===== src/flp_pkg.sv =====
// Package: shared constants and beat types for the FIFO/LRU page replacement block
`timescale 1ns / 1ps
package flp_pkg;

    localparam int MAX_FRAMES = 32;
    localparam int PAGE_BITS  = 16;
    localparam int CNT_W      = $clog2(MAX_FRAMES + 1);
    localparam int LIMIT_W    = 6;
    localparam int CFG_W      = 6;

    localparam logic CFG_POLICY_MODE = 1'b0;
    localparam logic CFG_FRAME_LIMIT = 1'b1;

    localparam logic MODE_FIFO = 1'b0;
    localparam logic MODE_LRU  = 1'b1;

    typedef struct packed {
        logic [PAGE_BITS-1:0] page_number;
        logic                 restart;
    } t_in;

    typedef struct packed {
        logic                 hit;
        logic                 evicted_valid;
        logic [PAGE_BITS-1:0] evicted_page;
        logic [CNT_W-1:0]     occupancy;
    } t_out;

    typedef struct packed {
        logic [PAGE_BITS-1:0] page;
        logic                 move_en;
        logic                 evict;
    } t_cell_ctl;

endpackage


===== src/flp_cell.sv =====
// Frame cell: one resident page, its compare and its shift towards the oldest end
`timescale 1ns / 1ps
module flp_cell (
    input  logic                          i_clk,
    input  flp_pkg::t_cell_ctl            i_ctl,
    input  logic                          i_live,
    input  logic                          i_next_live,
    input  logic                          i_wr_here,
    input  logic [flp_pkg::PAGE_BITS-1:0] i_next_page,
    input  logic                          i_chain,
    output logic                          o_chain,
    output logic [flp_pkg::PAGE_BITS-1:0] o_page
);

    logic [flp_pkg::PAGE_BITS-1:0] r_page;
    logic [flp_pkg::PAGE_BITS-1:0] n_page;
    logic                          match;
    logic                          take_next;

    assign match     = i_live && (r_page == i_ctl.page);
    assign o_chain   = i_chain | match;
    assign take_next = i_ctl.move_en && (i_ctl.evict || o_chain) && i_next_live;

    always_comb begin
        n_page = r_page;
        if (take_next) begin
            n_page = i_next_page;
        end else if (i_wr_here) begin
            n_page = i_ctl.page;
        end
    end

    always_ff @(posedge i_clk) begin
        r_page <= n_page;
    end

    assign o_page = r_page;

endmodule


===== src/fifo_lru_page_replacement.sv =====
// Top level: row of frame cells with occupancy count, policy registers and output register
// The result of an accepted reference is registered and shows at the output in the next cycle.
// Throughput: one reference per cycle while o_in_stall is low; all frame cells compare and shift in the same cycle.
// The ordered frame list moves one cell towards the oldest end on eviction or LRU hit.
// Reset (synchronous, active low) empties the frames, selects FIFO and a frame limit of 32.
// Frame contents are not cleared; the occupancy count alone marks which cells are live.
`timescale 1ns / 1ps
module fifo_lru_page_replacement (
    input  logic                      i_clk,
    input  logic                      i_rst_n,
    input  logic                      i_in_valid,
    output logic                      o_in_stall,
    input  flp_pkg::t_in              i_in_data,
    output logic                      o_out_valid,
    input  logic                      i_out_stall,
    output flp_pkg::t_out             o_out_data,
    input  logic                      i_cfg_we,
    input  logic                      i_cfg_index,
    input  logic [flp_pkg::CFG_W-1:0] i_cfg_data
);

    localparam int N = flp_pkg::MAX_FRAMES;
    localparam int W = flp_pkg::CNT_W;

    logic                            r_mode;
    logic [flp_pkg::LIMIT_W-1:0]     r_limit;
    logic [W-1:0]                    r_used;
    logic [W-1:0]                    n_used;
    logic                            r_out_valid;
    flp_pkg::t_out                   r_out;
    flp_pkg::t_out                   n_out;

    logic                            in_acc;
    logic [W-1:0]                    u;
    logic [W-1:0]                    lim;
    logic                            found;
    logic                            lru_hit;
    logic                            evict;
    logic                            do_write;
    logic [W-1:0]                    wpos;
    flp_pkg::t_cell_ctl              ctl;

    logic [N:0]                      chain;
    logic [N:0]                      live;
    logic [flp_pkg::PAGE_BITS-1:0]   page_q [N+1];

    assign o_in_stall = r_out_valid && i_out_stall;
    assign in_acc     = i_in_valid && !o_in_stall;

    assign u = i_in_data.restart ? '0 : r_used;

    always_comb begin
        if (r_limit == '0) begin
            lim = W'(1);
        end else if (W'(r_limit) > W'(N) || ((flp_pkg::LIMIT_W > W) && (r_limit >> W) != '0)) begin
            lim = W'(N);
        end else begin
            lim = W'(r_limit);
        end
    end

    assign found    = chain[N];
    assign lru_hit  = found && (r_mode == flp_pkg::MODE_LRU);
    assign evict    = !found && (u >= lim) && (u != '0);
    assign do_write = in_acc && (!found || lru_hit);
    assign wpos     = (lru_hit || evict) ? (u - W'(1)) : u;

    assign ctl.page    = i_in_data.page_number;
    assign ctl.move_en = in_acc && (lru_hit || evict);
    assign ctl.evict   = evict;

    assign chain[0]  = 1'b0;
    assign live[N]   = 1'b0;
    assign page_q[N] = '0;

    for (genvar i = 0; i < N; i++) begin : g_cell
        localparam logic [W-1:0] K = W'(i);
        assign live[i] = u > K;
        flp_cell u_cell (
            .i_clk       (i_clk),
            .i_ctl       (ctl),
            .i_live      (live[i]),
            .i_next_live (live[i+1]),
            .i_wr_here   (do_write && (wpos == K)),
            .i_next_page (page_q[i+1]),
            .i_chain     (chain[i]),
            .o_chain     (chain[i+1]),
            .o_page      (page_q[i])
        );
    end

    always_comb begin
        n_used = r_used;
        if (in_acc) begin
            n_used = (!found && !evict) ? (u + W'(1)) : u;
        end
        n_out.hit           = found;
        n_out.evicted_valid = evict;
        n_out.evicted_page  = evict ? page_q[0] : '0;
        n_out.occupancy     = n_used;
    end

    always_ff @(posedge i_clk) begin
        if (!i_rst_n) begin
            r_mode      <= flp_pkg::MODE_FIFO;
            r_limit     <= flp_pkg::LIMIT_W'(N);
            r_used      <= '0;
            r_out_valid <= 1'b0;
        end else begin
            if (i_cfg_we) begin
                case (i_cfg_index)
                    flp_pkg::CFG_POLICY_MODE: r_mode  <= i_cfg_data[0];
                    flp_pkg::CFG_FRAME_LIMIT: r_limit <= flp_pkg::LIMIT_W'(i_cfg_data);
                    default: ;
                endcase
            end
            r_used <= n_used;
            if (in_acc) begin
                r_out_valid <= 1'b1;
            end else if (!i_out_stall) begin
                r_out_valid <= 1'b0;
            end
        end
    end

    always_ff @(posedge i_clk) begin
        if (in_acc) begin
            r_out <= n_out;
        end
    end

    assign o_out_valid = r_out_valid;
    assign o_out_data  = r_out;

    a_used_max: assert property (@(posedge i_clk) disable iff (!i_rst_n)
        r_used <= W'(N))
        else $error("frame count above frame total");

    a_restart: assert property (@(posedge i_clk) disable iff (!i_rst_n)
        in_acc && i_in_data.restart |=> r_used == W'(1) && !r_out.hit && !r_out.evicted_valid)
        else $error("restart beat did not leave a single frame");

    a_evict_miss: assert property (@(posedge i_clk) disable iff (!i_rst_n)
        r_out_valid && r_out.evicted_valid |-> !r_out.hit && r_out.occupancy != '0)
        else $error("eviction reported on a hit or with no frames");

    a_hit_count: assert property (@(posedge i_clk) disable iff (!i_rst_n)
        in_acc && found |=> r_used == $past(u))
        else $error("hit changed the frame count");

endmodule


===== config.mk =====
export PLATFORM = sky130hd
export DESIGN_NAME = fifo_lru_page_replacement
export DESIGN_NICKNAME = d
export VERILOG_FILES = /design/src/flp_pkg.sv /design/src/flp_cell.sv /design/src/fifo_lru_page_replacement.sv
export SDC_FILE = /design/constraint.sdc
export NUM_CORES = 1
export LEC_CHECK = 0
export ABC_AREA = 1
export BUFFER_PORTS_ARGS = -buffer_cell sky130_fd_sc_hd__clkbuf_2
export CORE_AREA = 4 4 364 366
export CTS_CLUSTER_DIAMETER = 120
export CTS_CLUSTER_SIZE = 10
export DETAILED_ROUTE_END_ITERATION = 6
export DIE_AREA = 0 0 368 370
export PLACE_DENSITY = 0.43
export SLEW_MARGIN = 10
export SYNTH_ARGS = -nofsm -noshare
export SYNTH_HDL_FRONTEND = slang
export SYNTH_HIERARCHICAL = 1
export SYNTH_SLANG_ARGS = --single-unit

===== constraint.sdc =====
create_clock -name i_clk -period 12.6 [get_ports i_clk]
set_clock_uncertainty 0.15 [all_clocks]
set_input_delay 1.26 -clock i_clk [delete_from_list [all_inputs] [get_ports i_clk]]
set_output_delay 1.26 -clock i_clk [all_outputs]
set_load 0.1 [all_outputs]

==> summary.md, run 1 <==
| Metric | Value |
|---|---|
| Synthesized instance count | `4902` |
| Fmax | `91.59 MHz` |
| Sequential share of the synthesized area | `45.56%` |
| Worst EP arrival | `about 11 ns` |
| Clk slew on worst S/H paths | `0.06 ns` |
| Vias | `29998` |
| DR WL/cell | `between 15 and 20 µm` |
| PostCTS Resize Cnt | `0` |
| Worst Setup End Kind | `flop` |
| Share of layout cells above drive strength 1 | `6.447%` |
| Most common library cell in the layout ignoring fill and taps | `nand2_1` |
| Max Cap Viol | `0` |
| GR Util met2 | `between 30 and 40%` |
| Fill cells | `13822` |
| Final hold violations | `0` |
| Hold_buf cts | `0` |
| Mean post-synth cell area | `7.333 µm²` |
| CTS tree | `done` |
| Internal power | `0.003052 W` |
| First-pass GRT wire length | `roughly 180 mm` |
| Worst path bufs/invs | `35` |
| Most frequent CP cell | `nand2_1` |
| Global routing usage on met1 | `23.00%` |
| GRT overflow | `0` |
| Final nets | `5022` |
| Grt met3 use | `1.851%` |
| Layout area overhead | `10.92%` |
| Core area | `129200 µm²` |
| Initial Utilization | `between 20% and 30%` |
| Most frequent cells in the layout | `nand2_1 (1885), inv_1 (700), nand3_1 (591)` |
| Slew @ Worst Pin | `around 0.83 ns` |
| Pin count of the biggest net entering global routing | `69` |
| Fin crit share | `86.65%` |
| HP Class | `flop to flop` |
| Pre-CTS WS | `0.9308 ns` |
| Flops & latches, synth | `550` |
| Worst-Skew Late Latency | `0.67 ns` |
| Combinational Power Share | `a little over a tenth` |
| PortBufs | `54` |
| Crit path max-delay cell type | `nand2_1` |
| RSZ-0062 raised after global routing | `no` |
| Clk root buf | `clkbuf_16` |
| Post-DP HPWL | `86.56 mm` |
| Cell Area, Synth | `35950 µm²` |
| Worst Reg-to-Reg Cells | `80` |
| Outcome | `finished clean` |
| Final Util | `around 31%` |
| Crit. path cell count | `81` |
| Buffer depth of the longest clock path | `3` |
| Family with the most delay on the worst path | `simple AND/OR/NAND/NOR gates` |
| Worst Setup Start Kind | `primary input` |
| Multi-input logic area | `16110 µm²` |
| Gr usage total | `17.27%` |
| YS warnings | `6` |
| Min-Delay Path Depth | `2` |
| Slew Limit Fails | `0` |
| Top-level I/O count | `55` |
| Initial antenna violation count | `5` |
| Vias in the first global route | `approximately 29000` |
| ANT nets after route | `0` |
| Post-CTS setup buffer count | `0` |
| Row cnt | `132` |
| Via/cell ratio | `4.442` |
| Critical Path Fanout Max | `29` |
| Psw | `0.001073 W` |
| Gr busiest metal | `met2` |
| Period minus WS final | `10.92 ns` |
| Register area | `16380 µm²` |
| Slew HR | `43.90%` |
| Clock network fraction of design power | `40.2%` |
| Setup_tns | `0 ns` |
| H-tree levels | `2` |
| Switching share of power | `26.01%` |
| Gpl congestion | `0.8635` |
| Final setup violation count | `0` |
| Die X-Extent | `between 300 and 400 µm` |
| Area of the die | `roughly 140000 µm²` |
| Unique cell type count in the Yosys netlist | `37` |
| # clock sinks | `550` |
| Sequential group share of total power | `49.2%` |
| CTS buffer count | `61` |
| Req. time, crit path | `roughly 13 ns` |
| DRT Wirelength | `~120 mm` |
| Leakage dissipation | `19.04 nW` |
| Crit path kind | `primary input to flop` |
| Die Height | `between 300 and 400 µm` |
| Peak VDD IR | `110.0 µV` |
| Initial DRT Pass Iterations | `7` |
| Starting DRT DRC Count | `between 2000 and 2500` |
| Final worst setup slack | `1.682 ns` |
| # DRC | `0` |
| Pwr dens | `~100 nW/µm²` |
| Crit path largest cell delay | `0.57 ns` |
[routing by layer]
layer,routed length [µm],vias up
met5,13,-
met4,2319,2
met3,5032,121
met2,57310,564
met1,54620,13770
li1,-,15541
[logic make-up (layout without fill, tap and decap cells)]
family	count (synthesis)	after routing	synth area share, %
flip-flops	550	550	45.56
other	1	20	0.01043
adder cells (fa/ha/maj)	10	10	0.3481
XOR/XNOR	132	132	3.216
AND/OR/NAND/NOR	3130	3130	37.33
AO/OA/AOI/OAI	241	241	3.693
buffers and inverters	838	929	9.847
[area by class of cell]
cell class,count,area share [%]
timing repair buffer,105,1.833
clock inverter,3,0.1161
antenna,2,0.01255
sequential,550,41.07
clock buffer,87,4.180
inverter,734,6.910
tap,1742,5.466
multi-input combinational,3531,40.41
[worst min-delay path: stages (launching register included)]
cell and delay (ns):
dfxtp_1 0.31, nand2_1 0.07, a21oi_1 0.05
[stage by stage]
stage | area [µm²] | cells | hold slack (ns) | total power, W
2_1_floorplan | 36010 | 4919 | 0.2939 | 0.002327
3_3_place_gp | 38160 | 6662 | 0.3208 | 0.002506
3_5_place_dp | 38160 | 6662 | 0.3276 | 0.002508
4_1_cts | 39870 | 6752 | 0.3352 | 0.004197
5_1_grt | 39870 | 6753 | 0.3701 | 0.004304
6_report | 39870 | 6754 | 0.3274 | 0.004125
[power groups by stage]
| stage | clock, W | combinational, W | sequential, W |
|---|---|---|---|
| 6_report | 0.00166 | 0.000435 | 0.00203 |
| 5_1_grt | 0.00178 | 0.000490 | 0.00203 |
| 4_1_cts | 0.00173 | 0.000441 | 0.00203 |
| 3_5_place_dp | 0 | 0.000439 | 0.00207 |
| 3_3_place_gp | 0 | 0.000438 | 0.00207 |
| 2_1_floorplan | 0 | 0.000232 | 0.00210 |
[cell usage after synthesis]
master | count | area [µm²]
o211ai_1 | 3 | 22.52
o21ai_2 | 1 | 8.760
o31a_1 | 1 | 8.760
nand2_1 | 1885 | 7076
clkinv_1 | 32 | 120.1
inv_1 | 701 | 2631
o21ai_0 | 173 | 865.8
o21bai_1 | 1 | 7.510
nor2_2 | 36 | 225.2
nor2_1 | 502 | 1884
nand2_4 | 37 | 416.7
nand3_2 | 1 | 10.01
o31ai_1 | 1 | 7.510
a41oi_1 | 1 | 8.760
a21boi_0 | 33 | 247.7
o41ai_1 | 1 | 8.760
a32oi_1 | 1 | 8.760
ha_1 | 10 | 125.1
edfxtp_1 | 536 | 16100
nor2_4 | 1 | 11.26
nand4_1 | 2 | 12.51
nor3_1 | 3 | 15.01
xnor2_1 | 32 | 280.3
xor2_1 | 100 | 875.8
a221oi_1 | 1 | 8.760
a21oi_1 | 23 | 115.1
dfxtp_1 | 14 | 280.3
nand2_2 | 39 | 244.0
clkbuf_1 | 35 | 131.4
inv_2 | 1 | 3.750
o311ai_0 | 1 | 8.760
conb_1 | 1 | 3.750
or2_2 | 1 | 6.260
buf_4 | 33 | 247.7
nand3_1 | 591 | 2958
buf_6 | 36 | 405.4
nand3_4 | 32 | 560.5
[registers in the layout (all words and copies together) (netlist names)]
signal / count
r_limit: 6
o_out_valid: 1
r_used: 6
o_out_data: 24
g_cell.u_cell/o_page: 512
r_mode: 1
[final timing paths]
kind | from | end | slack, ns
hold / removal | o_out_valid | o_out_valid | 0.33
setup / recovery | i_in_data[0] | g_cell[12].u_cell/o_page[1] | 1.68
hold reg to reg | o_out_valid | o_out_valid | 0.33
setup reg to reg | r_used[1] | g_cell[12].u_cell/o_page[1] | 2.08
No activity file was read; power rests on OpenSTA's default activity.
==> run 2: changes to the inputs <==
--- a/config.mk
+++ b/config.mk
@@ -7,11 +7,10 @@
 export LEC_CHECK = 0
 export ABC_AREA = 1
 export BUFFER_PORTS_ARGS = -buffer_cell sky130_fd_sc_hd__clkbuf_2
-export CORE_AREA = 4 4 364 366
-export CTS_CLUSTER_DIAMETER = 120
+export CORE_AREA = 4 4 333 400
 export CTS_CLUSTER_SIZE = 10
 export DETAILED_ROUTE_END_ITERATION = 6
-export DIE_AREA = 0 0 368 370
+export DIE_AREA = 0 0 337 404
 export PLACE_DENSITY = 0.43
 export SLEW_MARGIN = 10
 export SYNTH_ARGS = -nofsm -noshare
==> constraint.sdc (replaced) <==
create_clock -name i_clk -period 13.52 [get_ports i_clk]
set_clock_uncertainty 0.15 [all_clocks]
set_input_delay 1.352 -clock i_clk [delete_from_list [all_inputs] [get_ports i_clk]]
set_output_delay 1.352 -clock i_clk [all_outputs]
set_load 0.1 [all_outputs]
==> summary.md, run 2 (synthesis gave the netlist of run 1 again) <==
| Metric | Value |
|---|---|
| Final setup violation count | `0` |
| Fin crit share | `86.37%` |
| Switching share of power | `around a quarter` |
| DRT Wirelength | `between 100 and 150 mm` |
| Max reg flops | `roughly 510` |
| Buffer depth of the longest clock path | `3` |
| Total power draw | `0.004187 W` |
| ANT nets after route | `0` |
| Post-DP HPWL | `90.42 mm` |
| Area of the die | `around 140000 µm²` |
| Final nets | `5034` |
| CTS tree | `done` |
| # clock sinks | `550` |
| Crit path max-delay cell type | `inv_2` |
| Vias | `30398` |
| Pwr dens | `103.7 nW/µm²` |
| Gpl congestion | `about 0.88` |
| Fmax | `85.64 MHz` |
| Family with the most delay on the worst path | `buffers and inverters` |
| Most common library cell in the layout ignoring fill and taps | `nand2_1` |
| GRT overflow | `0` |
| Clk root buf | `clkbuf_16` |
| Crit path largest cell delay | `0.63 ns` |
| Worst Setup Start Kind | `primary input` |
| Row cnt | `roughly 150` |
| Share of layout cells above drive strength 1 | `~7.0%` |
| HP Class | `flop to flop` |
| Final hold violations | `0` |
| Leakage dissipation | `19.32 nW` |
| Crit path kind | `primary input to flop` |
| Initial antenna violation count | `6` |
| Worst path bufs/invs | `37` |
| Initial DRT Pass Iterations | `6` |
| Period minus WS final | `approximately 12 ns` |
| Worst EP arrival | `between 10 and 15 ns` |
| Internal power | `0.003107 W` |
| Outcome | `finished clean` |
| Die X-Extent | `between 300 and 400 µm` |
| Multi-input logic area | `~16000 µm²` |
| Post-CTS setup buffer count | `0` |
| Flop-to-flop setup slack | `~2.3 ns` |
| Die Height | `just over 400 µm` |
| H-tree levels | `3` |
| Placed insts | `6610` |
| Slew Limit Fails | `0` |
| Initial Utilization | `roughly 28%` |
| Peak VDD IR | `70.26 µV` |
| Setup_tns | `0 ns` |
| Via/cell ratio | `between 4 and 5` |
| DR WL/cell | `18.67 µm` |
| Slew HR | `a little under two fifths` |
| Layout Cells excl Fill | `6740` |
| Fill cells | `13903` |
| Clk slew on worst S/H paths | `approximately 0.06 ns` |
| Max Cap Viol | `0` |
| Starting DRT DRC Count | `2345` |
| Core area | `129500 µm²` |
| Sequential group share of total power | `45.2%` |
| PostCTS Resize Cnt | `0` |
| Register area | `about 16000 µm²` |
| Worst-Skew Late Latency | `0.65 ns` |
| CTS buffer count | `73` |
| Combinational Power Share | `9.9%` |
| Worst Setup End Kind | `flop` |
| Pin count of the biggest net entering global routing | `62` |
| Most frequent CP cell | `nand2_1` |
| PortBufs | `54` |
| Most frequent cells in the layout | `nand2_1 (1885), inv_1 (700), nand3_1 (591)` |
| Top-level I/O count | `55` |
| # DRC | `0` |
| Final Util | `31.16%` |
| Critical Path Fanout Max | `25` |
| Req. time, crit path | `between 10 and 15 ns` |
| First-pass GRT wire length | `186.7 mm` |
| Slew @ Worst Pin | `a little over 0.9 ns` |
| Psw | `0.001080 W` |
| RSZ-0062 raised after global routing | `no` |
| Vias in the first global route | `29338` |
| Hold_buf cts | `0` |
| Layout area overhead | `12.28%` |
| Clock network fraction of design power | `44.9%` |
| Gr usage total | `18.29%` |
run 2: cell count changes in the layout (fill, tap and decap cells not counted), sizes merged:
| cell | change |
|---|---|
| clkinvlp | +1 |
| clkinv | +17 |
| diode | +1 |
| inv | +4 |
| bufinv | +4 |
| clkbuf | +11 |
run 2: worst register-to-register path, delay by kind of cell (launching register included):
kind                       cells  cell delay (ns)
adders and majority gates      1             0.48
AOI/OAI and AO/OA              1             0.18
buffers and inverters         38             5.21
and+or+nand+nor               42             4.48
DFF                            1             0.34
run 2: routing by layer:
layer / track usage, % / routed length, µm / part of all wire, % / vias up
met1: 22.47 / 53400 / 42 / 13944
li1: - / - / - / 15590
met5: 0 / 13 / 0.010 / -
met2: 33.29 / 63850 / 51 / 684
met3: 2.064 / 4956 / 3.9 / 178
met4: 5.853 / 3587 / 2.9 / 2
run 2: stage by stage:
| stage | hold slack (ns) | instance area (µm²) | worst slack [ns] |
|---|---|---|---|
| 5_1_grt | 0.3622 | 40360 | 0.7397 |
| 6_report | 0.3282 | 40360 | 1.843 |
| 2_1_floorplan | 0.2939 | 36010 | 3.094 |
| 4_1_cts | 0.3291 | 40350 | 1.761 |
| 3_3_place_gp | 0.3212 | 38080 | 1.062 |
| 3_5_place_dp | 0.3128 | 38080 | 1.071 |
run 2: final timing paths:
| path | from | end | cells after the start |
|---|---|---|---|
| min reg2reg | r_limit[0] | r_limit[0] | 2 |
| min | r_limit[0] | r_limit[0] | 2 |
| max reg2reg | r_used[1] | g_cell[9].u_cell/o_page[11] | 82 |
| max | i_in_data[0] | g_cell[9].u_cell/o_page[11] | 81 |
run 2: power groups by stage:
| stage | Sequential [W] | Clock (W) | Combinational [W] |
|---|---|---|---|
| finish | 0.00189 | 0.00188 | 0.000413 |
| global placement | 0.00193 | 0 | 0.000415 |
| global route | 0.00189 | 0.00201 | 0.000462 |
| floorplan | 0.00195 | 0 | 0.000216 |
| CTS | 0.00189 | 0.00194 | 0.000418 |
| detailed placement | 0.00193 | 0 | 0.000416 |
run 2: layout make-up:
class,instances,share of cell area (%)
clock inverters,29,0.7502
repair buffers,105,1.779
clock buffers,98,4.886
well taps,1690,5.239
multi-input cells,3531,39.93
inverters,734,6.826
flip-flops and latches,550,40.57
diodes,3,0.01860
